$ cat src/sv/token_bucket_acquire_timeout_assert.svh
`ifndef TOKEN_BUCKET_ACQUIRE_TIMEOUT_ASSERT_SVH
`define TOKEN_BUCKET_ACQUIRE_TIMEOUT_ASSERT_SVH

// concurrent check on an explicit clock and reset
`define TBA_ASSERT_CLK(label, clk, rst, prop, msg) \
   label: assert property (@(posedge clk) disable iff (rst) prop) else $error(msg);

// concurrent check on the block clock and reset
`define TBA_ASSERT(label, prop, msg) \
   `TBA_ASSERT_CLK(label, clock, reset, prop, msg)

`endif

$ cat src/sv/tba_pkg.sv
`timescale 1ns / 1ps

package tba_pkg;

   localparam int COUNT_BITS_DEF = 32;
   localparam int FRAC_BITS_DEF  = 16;

   localparam int CFG_W     = 32;
   localparam int WANT_W    = 16;
   localparam int WAIT_W    = 32;
   localparam int STATUS_W  = 2;
   localparam int CSR_IDX_W = 1;

   localparam logic [CFG_W-1:0] FILL_RESET    = 32'd65536;
   localparam logic [CFG_W-1:0] TIMEOUT_RESET = 32'd1000;

   localparam logic [CSR_IDX_W-1:0] CSR_FILL_PER_TICK = 1'd0;
   localparam logic [CSR_IDX_W-1:0] CSR_TIMEOUT_TICKS = 1'd1;

   // two-entry queues on both sides of the engine
   localparam int QUEUE_DEPTH = 2;
   localparam int QUEUE_PTR_W = $clog2(QUEUE_DEPTH);
   localparam int QUEUE_CNT_W = $clog2(QUEUE_DEPTH + 1);

   typedef enum logic [STATUS_W-1:0] {
      STATUS_GRANTED  = 2'd0,
      STATUS_DEADLINE = 2'd1,
      STATUS_BUSY     = 2'd2
   } status_type;

   typedef enum logic {
      ITEM_TICK    = 1'b0,
      ITEM_ACQUIRE = 1'b1
   } item_kind_type;

   typedef struct packed {
      item_kind_type     kind;
      logic [WANT_W-1:0] wanted;
   } item_type;

   typedef struct packed {
      status_type        status;
      logic [WAIT_W-1:0] wait_ticks;
   } result_type;

endpackage

$ cat src/sv/tba_if.sv
`timescale 1ns / 1ps

interface tba_req_if;
   logic                      valid;
   logic                      ready;
   logic                      mode;
   logic [tba_pkg::WANT_W-1:0] permits_wanted;

   modport source (output valid, output mode, output permits_wanted, input ready);
   modport sink   (input valid, input mode, input permits_wanted, output ready);
endinterface

interface tba_rsp_if;
   logic                        valid;
   logic                        ready;
   logic [tba_pkg::STATUS_W-1:0] status;
   logic [tba_pkg::WAIT_W-1:0]   wait_ticks;

   modport source (output valid, output status, output wait_ticks, input ready);
   modport sink   (input valid, input status, input wait_ticks, output ready);
endinterface

$ cat src/sv/tba_front.sv
`timescale 1ns / 1ps
`include "token_bucket_acquire_timeout_assert.svh"

module tba_front (
   input  logic              clock,
   input  logic              reset,
   tba_req_if.sink           req_chan,
   output tba_pkg::item_type item_out,
   output logic              item_valid,
   input  logic              item_ready
);

   localparam int PTR_W = tba_pkg::QUEUE_PTR_W;
   localparam int CNT_W = tba_pkg::QUEUE_CNT_W;
   localparam logic [CNT_W-1:0] QUEUE_FULL = CNT_W'(tba_pkg::QUEUE_DEPTH);
   localparam logic [PTR_W-1:0] PTR_LAST   = PTR_W'(tba_pkg::QUEUE_DEPTH - 1);

   tba_pkg::item_type slot_ff [tba_pkg::QUEUE_DEPTH];
   tba_pkg::item_type slot_in;
   logic [CNT_W-1:0]  count_ff, count_in;
   logic [PTR_W-1:0]  wr_ptr_ff, wr_ptr_in;
   logic [PTR_W-1:0]  rd_ptr_ff, rd_ptr_in;
   logic              push, pop;

   assign req_chan.ready = (count_ff != QUEUE_FULL);
   assign push           = req_chan.valid && req_chan.ready;
   assign item_valid     = (count_ff != '0);
   assign pop            = item_valid && item_ready;
   assign item_out       = slot_ff[rd_ptr_ff];

   // classify: tick beats carry no permit amount
   always_comb begin
      slot_in.kind   = req_chan.mode ? tba_pkg::ITEM_ACQUIRE : tba_pkg::ITEM_TICK;
      slot_in.wanted = req_chan.mode ? req_chan.permits_wanted : '0;
   end

   always_comb begin
      count_in  = count_ff + CNT_W'(push) - CNT_W'(pop);
      wr_ptr_in = wr_ptr_ff;
      rd_ptr_in = rd_ptr_ff;
      if (push) begin
         wr_ptr_in = (wr_ptr_ff == PTR_LAST) ? '0 : wr_ptr_ff + PTR_W'(1);
      end
      if (pop) begin
         rd_ptr_in = (rd_ptr_ff == PTR_LAST) ? '0 : rd_ptr_ff + PTR_W'(1);
      end
   end

   always_ff @(posedge clock) begin
      if (reset) begin
         count_ff  <= '0;
         wr_ptr_ff <= '0;
         rd_ptr_ff <= '0;
      end else begin
         count_ff  <= count_in;
         wr_ptr_ff <= wr_ptr_in;
         rd_ptr_ff <= rd_ptr_in;
      end
   end

   always_ff @(posedge clock) begin
      if (push) begin
         slot_ff[wr_ptr_ff] <= slot_in;
      end
   end

   `TBA_ASSERT(a_front_no_overrun, push |-> count_ff != QUEUE_FULL, "front queue overrun")
   `TBA_ASSERT(a_front_count_step, pop && !push |=> count_ff == $past(count_ff) - 1'b1, "front count slip")

endmodule

$ cat src/sv/tba_back.sv
`timescale 1ns / 1ps
`include "token_bucket_acquire_timeout_assert.svh"

module tba_back #(
   parameter int COUNT_BITS = tba_pkg::COUNT_BITS_DEF,
   parameter int FRAC_BITS  = tba_pkg::FRAC_BITS_DEF
) (
   input  logic                            clock,
   input  logic                            reset,
   input  logic                            csr_wr_en,
   input  logic [tba_pkg::CSR_IDX_W-1:0]   csr_index,
   input  logic [tba_pkg::CFG_W-1:0]       csr_wr_data,
   input  tba_pkg::item_type               item_in,
   input  logic                            item_valid,
   output logic                            item_ready,
   tba_rsp_if.source                       rsp_chan
);

   localparam int CFG_W  = tba_pkg::CFG_W;
   localparam int WAIT_W = tba_pkg::WAIT_W;
   localparam int WANT_W = tba_pkg::WANT_W;
   localparam int FRAC_W = (FRAC_BITS > 0) ? FRAC_BITS : 1;
   localparam int SUM_W  = CFG_W + 1;
   localparam int GROW_W = ((COUNT_BITS > SUM_W) ? COUNT_BITS : SUM_W) + 1;
   localparam logic [FRAC_W-1:0] FRAC_MASK   = (FRAC_BITS > 0) ? '1 : '0;
   localparam logic [GROW_W-1:0] COUNT_MAX_G = (GROW_W'(1) << COUNT_BITS) - GROW_W'(1);

   localparam int PTR_W = tba_pkg::QUEUE_PTR_W;
   localparam int CNT_W = tba_pkg::QUEUE_CNT_W;
   localparam logic [CNT_W-1:0] QUEUE_FULL = CNT_W'(tba_pkg::QUEUE_DEPTH);
   localparam logic [PTR_W-1:0] PTR_LAST   = PTR_W'(tba_pkg::QUEUE_DEPTH - 1);

   // configuration
   logic [CFG_W-1:0]      fill_ff, timeout_ff;

   // bucket state
   logic [COUNT_BITS-1:0] permit_ff, permit_in;
   logic [FRAC_W-1:0]     frac_ff, frac_in;
   logic                  pending_ff, pending_in;
   logic [WANT_W-1:0]     amount_ff, amount_in;
   logic [WAIT_W-1:0]     waited_ff, waited_in;

   // refill path
   logic [SUM_W-1:0]      sum, whole;
   logic [FRAC_W-1:0]     frac_next;
   logic [GROW_W-1:0]     grown;
   logic [COUNT_BITS-1:0] refilled;
   logic [WAIT_W-1:0]     waited_inc;
   logic                  timed_out, enough_refill, enough_now;

   logic                  fire;
   logic                  res_push;
   tba_pkg::result_type   res;

   // result queue
   tba_pkg::result_type   oq_slot_ff [tba_pkg::QUEUE_DEPTH];
   logic [CNT_W-1:0]      oq_count_ff, oq_count_in;
   logic [PTR_W-1:0]      oq_wr_ff, oq_wr_in, oq_rd_ff, oq_rd_in;
   logic                  oq_pop;

   always_ff @(posedge clock) begin
      if (reset) begin
         fill_ff    <= tba_pkg::FILL_RESET;
         timeout_ff <= tba_pkg::TIMEOUT_RESET;
      end else if (csr_wr_en) begin
         unique case (csr_index)
            tba_pkg::CSR_FILL_PER_TICK: fill_ff    <= csr_wr_data;
            tba_pkg::CSR_TIMEOUT_TICKS: timeout_ff <= csr_wr_data;
            default: ;
         endcase
      end
   end

   always_comb begin
      sum        = {1'b0, fill_ff} + SUM_W'(frac_ff);
      whole      = sum >> FRAC_BITS;
      frac_next  = FRAC_W'(sum) & FRAC_MASK;
      grown      = GROW_W'(permit_ff) + GROW_W'(whole);
      refilled   = (grown >= COUNT_MAX_G) ? '1 : COUNT_BITS'(grown);
      waited_inc = (waited_ff != '1) ? waited_ff + WAIT_W'(1) : waited_ff;
      timed_out     = (waited_inc >= timeout_ff);
      enough_refill = (refilled >= COUNT_BITS'(amount_ff));
      enough_now    = (permit_ff >= COUNT_BITS'(item_in.wanted));
   end

   assign item_ready = (oq_count_ff != QUEUE_FULL);
   assign fire       = item_valid && item_ready;

   always_comb begin
      permit_in      = permit_ff;
      frac_in        = frac_ff;
      pending_in     = pending_ff;
      amount_in      = amount_ff;
      waited_in      = waited_ff;
      res_push       = 1'b0;
      res.status     = tba_pkg::STATUS_GRANTED;
      res.wait_ticks = '0;
      if (fire) begin
         unique case (item_in.kind)
            tba_pkg::ITEM_TICK: begin
               permit_in = refilled;
               frac_in   = frac_next;
               if (pending_ff) begin
                  waited_in = waited_inc;
                  priority if (timed_out) begin
                     pending_in     = 1'b0;
                     res_push       = 1'b1;
                     res.status     = tba_pkg::STATUS_DEADLINE;
                     res.wait_ticks = waited_inc;
                  end else if (enough_refill) begin
                     permit_in      = refilled - COUNT_BITS'(amount_ff);
                     pending_in     = 1'b0;
                     res_push       = 1'b1;
                     res.status     = tba_pkg::STATUS_GRANTED;
                     res.wait_ticks = waited_inc;
                  end else begin
                  end
               end
            end
            tba_pkg::ITEM_ACQUIRE: begin
               priority if (pending_ff) begin
                  res_push   = 1'b1;
                  res.status = tba_pkg::STATUS_BUSY;
               end else if (enough_now) begin
                  permit_in  = permit_ff - COUNT_BITS'(item_in.wanted);
                  res_push   = 1'b1;
                  res.status = tba_pkg::STATUS_GRANTED;
               end else begin
                  pending_in = 1'b1;
                  amount_in  = item_in.wanted;
                  waited_in  = '0;
               end
            end
            default: ;
         endcase
      end
   end

   always_ff @(posedge clock) begin
      if (reset) begin
         permit_ff  <= '0;
         frac_ff    <= '0;
         pending_ff <= 1'b0;
         amount_ff  <= '0;
         waited_ff  <= '0;
      end else begin
         permit_ff  <= permit_in;
         frac_ff    <= frac_in;
         pending_ff <= pending_in;
         amount_ff  <= amount_in;
         waited_ff  <= waited_in;
      end
   end

   assign rsp_chan.valid      = (oq_count_ff != '0);
   assign oq_pop              = rsp_chan.valid && rsp_chan.ready;
   assign rsp_chan.status     = oq_slot_ff[oq_rd_ff].status;
   assign rsp_chan.wait_ticks = oq_slot_ff[oq_rd_ff].wait_ticks;

   always_comb begin
      oq_count_in = oq_count_ff + CNT_W'(res_push) - CNT_W'(oq_pop);
      oq_wr_in    = oq_wr_ff;
      oq_rd_in    = oq_rd_ff;
      if (res_push) begin
         oq_wr_in = (oq_wr_ff == PTR_LAST) ? '0 : oq_wr_ff + PTR_W'(1);
      end
      if (oq_pop) begin
         oq_rd_in = (oq_rd_ff == PTR_LAST) ? '0 : oq_rd_ff + PTR_W'(1);
      end
   end

   always_ff @(posedge clock) begin
      if (reset) begin
         oq_count_ff <= '0;
         oq_wr_ff    <= '0;
         oq_rd_ff    <= '0;
      end else begin
         oq_count_ff <= oq_count_in;
         oq_wr_ff    <= oq_wr_in;
         oq_rd_ff    <= oq_rd_in;
      end
   end

   always_ff @(posedge clock) begin
      if (res_push) begin
         oq_slot_ff[oq_wr_ff] <= res;
      end
   end

   `TBA_ASSERT(a_back_no_overrun, res_push |-> oq_count_ff != QUEUE_FULL, "result queue overrun")
   `TBA_ASSERT(a_back_busy_holds, fire && item_in.kind == tba_pkg::ITEM_ACQUIRE && pending_ff |=> pending_ff && amount_ff == $past(amount_ff), "busy beat disturbed pending acquire")
   `TBA_ASSERT(a_back_acquire_no_gain, fire && item_in.kind == tba_pkg::ITEM_ACQUIRE |=> permit_ff <= $past(permit_ff), "acquire raised permit count")

endmodule

$ cat src/sv/token_bucket_acquire_timeout.sv
`timescale 1ns / 1ps

// token bucket limiter with a blocking acquire and a tick deadline. each beat on
// req_chan is either one time tick (mode 0) or an acquire for permits_wanted
// permits (mode 1). a tick adds fill_per_tick, fixed point with FRAC_BITS
// fraction bits, keeping the fraction, and saturates the count at
// 2^COUNT_BITS - 1; a waiting acquire then times out once its waited ticks reach
// timeout_ticks, or is granted if enough permits are there. results on rsp_chan:
// status 0 granted, 1 deadline exceeded, 2 busy (an acquire while one waits),
// with the ticks waited. ticks that end nothing and acquires that start waiting
// give no result. the block takes one beat every cycle while rsp_chan takes its results;
// a beat's result, if any, passes through the two-entry input queue, then the
// update of the bucket engine, into the two-entry result queue.
// configuration is written through csr_wr_en / csr_index / csr_wr_data
// (index 0 fill_per_tick, reset 65536; index 1 timeout_ticks, reset 1000) and
// should only be changed while the block is idle.

module token_bucket_acquire_timeout #(
   parameter int COUNT_BITS = tba_pkg::COUNT_BITS_DEF,
   parameter int FRAC_BITS  = tba_pkg::FRAC_BITS_DEF
) (
   input  logic                          clock,
   input  logic                          reset,
   tba_req_if.sink                       req_chan,
   tba_rsp_if.source                     rsp_chan,
   input  logic                          csr_wr_en,
   input  logic [tba_pkg::CSR_IDX_W-1:0] csr_index,
   input  logic [tba_pkg::CFG_W-1:0]     csr_wr_data
);

   // classified beats from the front queue to the engine
   tba_pkg::item_type item;
   logic              item_valid;
   logic              item_ready;

   // front: accepts beats, tags tick or acquire, buffers two
   tba_front u_front (
      .clock      (clock),
      .reset      (reset),
      .req_chan   (req_chan),
      .item_out   (item),
      .item_valid (item_valid),
      .item_ready (item_ready)
   );

   // back: bucket engine, configuration and result queue
   tba_back #(
      .COUNT_BITS (COUNT_BITS),
      .FRAC_BITS  (FRAC_BITS)
   ) u_back (
      .clock       (clock),
      .reset       (reset),
      .csr_wr_en   (csr_wr_en),
      .csr_index   (csr_index),
      .csr_wr_data (csr_wr_data),
      .item_in     (item),
      .item_valid  (item_valid),
      .item_ready  (item_ready),
      .rsp_chan    (rsp_chan)
   );

endmodule
$ cat src/flat_wrapper.sv
// flat-port wrapper written by rule: the top's interface ports become plain ports
module token_bucket_acquire_timeout_flat 
#(
   parameter int COUNT_BITS = tba_pkg::COUNT_BITS_DEF,
   parameter int FRAC_BITS  = tba_pkg::FRAC_BITS_DEF
)
  (clock, reset, csr_wr_en, csr_index, csr_wr_data, req_chan_valid, req_chan_mode, req_chan_permits_wanted, req_chan_ready, rsp_chan_valid, rsp_chan_status, rsp_chan_wait_ticks, rsp_chan_ready);
  tba_req_if req_chan_i ();
  tba_rsp_if rsp_chan_i ();
  input  logic clock;
  input  logic reset;
  input  logic csr_wr_en;
  input  logic [tba_pkg::CSR_IDX_W-1:0] csr_index;
  input  logic [tba_pkg::CFG_W-1:0] csr_wr_data;
  input wire logic [$bits(req_chan_i.valid)-1:0] req_chan_valid;
  input wire logic [$bits(req_chan_i.mode)-1:0] req_chan_mode;
  input wire logic [$bits(req_chan_i.permits_wanted)-1:0] req_chan_permits_wanted;
  output wire logic [$bits(req_chan_i.ready)-1:0] req_chan_ready;
  output wire logic [$bits(rsp_chan_i.valid)-1:0] rsp_chan_valid;
  output wire logic [$bits(rsp_chan_i.status)-1:0] rsp_chan_status;
  output wire logic [$bits(rsp_chan_i.wait_ticks)-1:0] rsp_chan_wait_ticks;
  input wire logic [$bits(rsp_chan_i.ready)-1:0] rsp_chan_ready;
  assign req_chan_i.valid = req_chan_valid;
  assign req_chan_i.mode = req_chan_mode;
  assign req_chan_i.permits_wanted = req_chan_permits_wanted;
  assign req_chan_ready = req_chan_i.ready;
  assign rsp_chan_valid = rsp_chan_i.valid;
  assign rsp_chan_status = rsp_chan_i.status;
  assign rsp_chan_wait_ticks = rsp_chan_i.wait_ticks;
  assign rsp_chan_i.ready = rsp_chan_ready;
  token_bucket_acquire_timeout #(.COUNT_BITS(COUNT_BITS), .FRAC_BITS(FRAC_BITS)) u_core (.clock(clock), .reset(reset), .req_chan(req_chan_i), .rsp_chan(rsp_chan_i), .csr_wr_en(csr_wr_en), .csr_index(csr_index), .csr_wr_data(csr_wr_data));
endmodule
$ cat config.mk
export PLATFORM = sky130hd
export DESIGN_NAME = token_bucket_acquire_timeout_flat
export DESIGN_NICKNAME = d
export VERILOG_FILES = /design/src/sv/tba_pkg.sv /design/src/sv/tba_if.sv /design/src/sv/tba_front.sv /design/src/sv/tba_back.sv /design/src/sv/token_bucket_acquire_timeout.sv /design/src/flat_wrapper.sv
export VERILOG_INCLUDE_DIRS = /design/src /design/src/sv
export SDC_FILE = /design/constraint.sdc
export NUM_CORES = 1
export LEC_CHECK = 0
export BUFFER_PORTS_ARGS = -buffer_cell sky130_fd_sc_hd__buf_2
export CELL_PAD_IN_SITES_DETAIL_PLACEMENT = 1
export CELL_PAD_IN_SITES_GLOBAL_PLACEMENT = 1
export CORE_ASPECT_RATIO = 1.1
export CORE_UTILIZATION = 51
export DETAILED_ROUTE_END_ITERATION = 12
export PLACE_DENSITY = 0.89
export SKIP_CTS_REPAIR_TIMING = 1
export SYNTH_ARGS = -nofsm -noshare
export SYNTH_HDL_FRONTEND = slang
export SYNTH_HIERARCHICAL = 1
export SYNTH_SLANG_ARGS = --single-unit
$ cat constraint.sdc
create_clock -name clock -period 26.2 [get_ports clock]
set_input_delay 0 -clock clock [delete_from_list [all_inputs] [get_ports clock]]
set_output_delay 0 -clock clock [all_outputs]
set_load 0.005 [all_outputs]
==> flow_summary.json <==
{
  "rrSetupSlack_ns": 14.49,
  "swShare_pct": 41.1,
  "wl_per_cell_um": 23.2,
  "cp-endpoint": "u_core/u_back/oq_slot_ff[0][0]$_DFFE_PP_",
  "synth_area_per_cell_um2": 8.55,
  "fin_skew_ns": 0.0264,
  "pwr-share-clk_pct": 24.7,
  "final_common_cell": "nand2_1",
  "ys_ff_latch": 273,
  "setup_viol": 0,
  "rsz0062_at_grt": "false",
  "numCtsBuffers": 29,
  "tightest_slew_ns": 1.23,
  "period_needed_ns": 11.71,
  "gp_congestion": 0.915,
  "antenna_found_initial": 2,
  "cts_max_path_buffers": 3,
  "power.density_nw_per_um2": 93.5,
  "drt_first_pass_iters": 6,
  "cts_root_buffer": "clkbuf_16",
  "final_cell_mix": "nand2_1 (257), a21oi_1 (193), dfxtp_1 (171)",
  "grt_max_degree": 85,
  "seqCellArea_um2": 6490,
  "start_util_pct": 52.2,
  "cp_max_fo": 20,
  "grt_pass1_wl_um": 84600,
  "crit_family": "compound AO/OA/AOI/OAI gates",
  "startpoint": "u_core/u_back/fill_ff[0]$_SDFFE_PP0P_",
  "finalNetCount": 2233,
  "htreeDepth": 1,
  "synthArstFlopShare_pct": 0,
  "end_kind": "register",
  "reg2regPathDepth": 34,
  "postRouteAntennaNets": 0,
  "cp_slowest_cell": "a2111oi_2",
  "synth_enable_flop_cells": 102,
  "tns_ns": 0,
  "max_stage_delay_ns": 0.88,
  "grt_pass1_vias": 15760,
  "net-switching-power_uw": 737,
  "track_usage_pct": 31.3,
  "holdWs_ns": 0.00853,
  "ir_drop_v": 0.0000556,
  "synthDistinctLibCells": 87,
  "leakagePower_uw": 0.00778,
  "nFillCells": 3819,
  "grt_overflow": 0,
  "synth_top_area_share_pct": 20.2,
  "clk_latency_ns": 0.58,
  "area_delta_synth_final_pct": 13.4,
  "synth_largest_area_cell": "dfxtp_1",
  "coreArea_um2": 32500,
  "max_freq_ghz": 0.0854,
  "cts_tree": "yes",
  "synth_cells": 1980,
  "vias": 15853,
  "cp.buffers_inverters": 0,
  "row_count": 69,
  "syn_nets": 2140,
  "critical_path_required_ns": 26.48,
  "timing.final.crit_share_pct": 44.7,
  "dp_slack_ns": 14.82,
  "finalHoldViolCount": 0,
  "maxSlewViolCount": 0,
  "clkTransAtPathRegs_ns": 0.07,
  "arrival_ns": 11.99,
  "drive_gt1_share_pct": 11.7,
  "r2r-end": "u_core/u_back/oq_slot_ff[0][0]$_DFFE_PP_",
  "max_slew_margin_pct": 18.1,
  "pwr-share-seq_pct": 31.4,
  "outcome": "completed",
  "multi_input_area_um2": 9690,
  "power_frac_comb_pct": 43.8,
  "drc_errors": 0,
  "syn_area_um2": 16900,
  "startpoint_type": "register",
  "dp_hpwl_um": 38900,
  "setup_ws_ns": 14.49,
  "die_area_um2": 33900,
  "dieWidth_um": 176,
  "synth_flop_cell": "dfxtp_1",
  "ios": 91,
  "synth.area.top_cells": "dfxtp_1 (20%), edfxtp_1 (18%), ha_1 (7.5%), a21oi_1 (5.7%), nand2_1 (5.7%)",
  "power.internal_uw": 1060,
  "fp.dieH_um": 193,
  "vias_per_cell": 6.28,
  "port_buffers": 90,
  "hp-class": "input pin to register",
  "ys_warn_count": 6,
  "yosysSeqAreaShare_pct": 38.3,
  "maxCapViolCount": 0,
  "reg2reg_from": "u_core/u_back/fill_ff[0]$_SDFFE_PP0P_",
  "clkSinkCount": 273,
  "crit_cells": 34,
  "finalWirelength_um": 58600,
  "drt_iter0_markers": 1206,
  "setup.worst_path.class": "register to register"
}
[power groups by stage]
stage / Sequential, uW / Clock (uW) / Combinational [uW]
floorplan: 539 / 0 / 556
global route: 568 / 464 / 854
CTS: 561 / 444 / 760
global placement: 563 / 0 / 717
finish: 564 / 444 / 787
detailed placement: 568 / 0 / 744
[cells in the mapped netlist, drive strengths merged (4+ instances only)]
cell / count
a211o: 5
a211oi: 25
a21boi: 4
a21o: 35
a21oi: 194
a221oi: 4
a22oi: 10
a311o: 5
a311oi: 5
a31oi: 18
and2: 39
and3: 40
and4: 10
buf: 26
clkbuf: 75
dfxtp: 171
edfxtp: 102
fa: 4
ha: 101
inv: 98
mux2: 52
nand2: 258
nand2b: 18
nand3: 48
nand4: 30
nand4b: 5
nor2: 163
nor2b: 17
nor3: 61
nor4: 17
o211ai: 14
o21a: 17
o21ai: 83
o21bai: 4
o22ai: 6
o31ai: 12
o41ai: 4
or2: 10
or3: 21
or4: 8
xnor2: 77
xor2: 47
[cells by family after synthesis]
logic type               count (synthesis)  synth area share [%]
AND/OR/NAND/NOR                        754                  21.6
AO/OA/AOI/OAI                          470                  17.5
flip-flops                             273                  38.3
buffers and inverters                  199                  4.59
XOR/XNOR                               124                  6.50
adder cells (fa/ha/maj)                105                  7.94
multiplexers                            55                  3.64
[cell type report]
class / instances / area share (%)
Antenna cell: 3 / 0.0391
Sequential cell: 273 / 33.8
Inverter: 98 / 1.92
Timing Repair Buffer: 163 / 5.92
Tap cell: 426 / 2.78
Clock buffer: 37 / 4.09
Multi-Input combinational cell: 1508 / 50.4
Clock inverter: 17 / 1.06
[worst min-delay path by stage]
stage | depth (start not counted) | to | start
CTS | 3 | u_core/u_back/timeout_ff[13]$_SDFFE_PP0P_ | csr_wr_data[13]
floorplan | 1 | u_core/u_front/wr_ptr_ff$_SDFFE_PP0P_ | reset
global route | 4 | u_core/u_back/fill_ff[23]$_SDFFE_PP0P_ | csr_index
detailed placement | 3 | u_core/u_back/timeout_ff[7]$_SDFFE_PP1P_ | csr_wr_data[7]
finish | 4 | u_core/u_back/fill_ff[7]$_SDFFE_PP0P_ | csr_index
global placement | 3 | u_core/u_back/timeout_ff[15]$_SDFFE_PP0P_ | csr_wr_data[15]
[state kept, by name, indices dropped and copies added (netlist names), named ones only]
signal	cells
u_core/u_back/waited_ff	32
u_core/u_back/fill_ff	32
u_core/u_front/slot_ff	34
u_core/u_back/frac_ff	16
u_core/u_back/timeout_ff	32
u_core/u_back/permit_ff	32
u_core/u_back/amount_ff	16
u_core/u_back/pending_ff	1
u_core/u_back/oq_count_ff	2
u_core/u_front/wr_ptr_ff	1
u_core/u_front/rd_ptr_ff	1
u_core/u_back/oq_wr_ff	1
u_core/u_front/count_ff	2
u_core/u_back/oq_slot_ff	68
u_core/u_back/oq_rd_ff	1
[routing by layer]
metal / vias to the layer above / track usage [%] / routed length [um]
met4: 0 / 13.5 / 3290
li1: 7240 / - / -
met5: - / 0 / 0
met2: 610 / 57.4 / 29800
met3: 224 / 2.80 / 2630
met1: 7779 / 37.4 / 23000
[per-stage QoR]
stage               utilization, %  total power (uW)  area, um^2  cells
floorplan                        -              1090       16900   1980
global placement              54.4              1280       17700   2414
detailed placement            54.4              1310       17700   2414
CTS                           57.5              1770       18700   2468
global route                  59.2              1890       19200   2524
finish                        59.2              1790       19200   2525
[worst min-delay path, cell delays in order]
cell,delay (ns)
buf_2,0.13
nor2b_2,0.22
nand2_1,0.14
a21oi_1,0.05
Power figures use the tool's default switching activity.
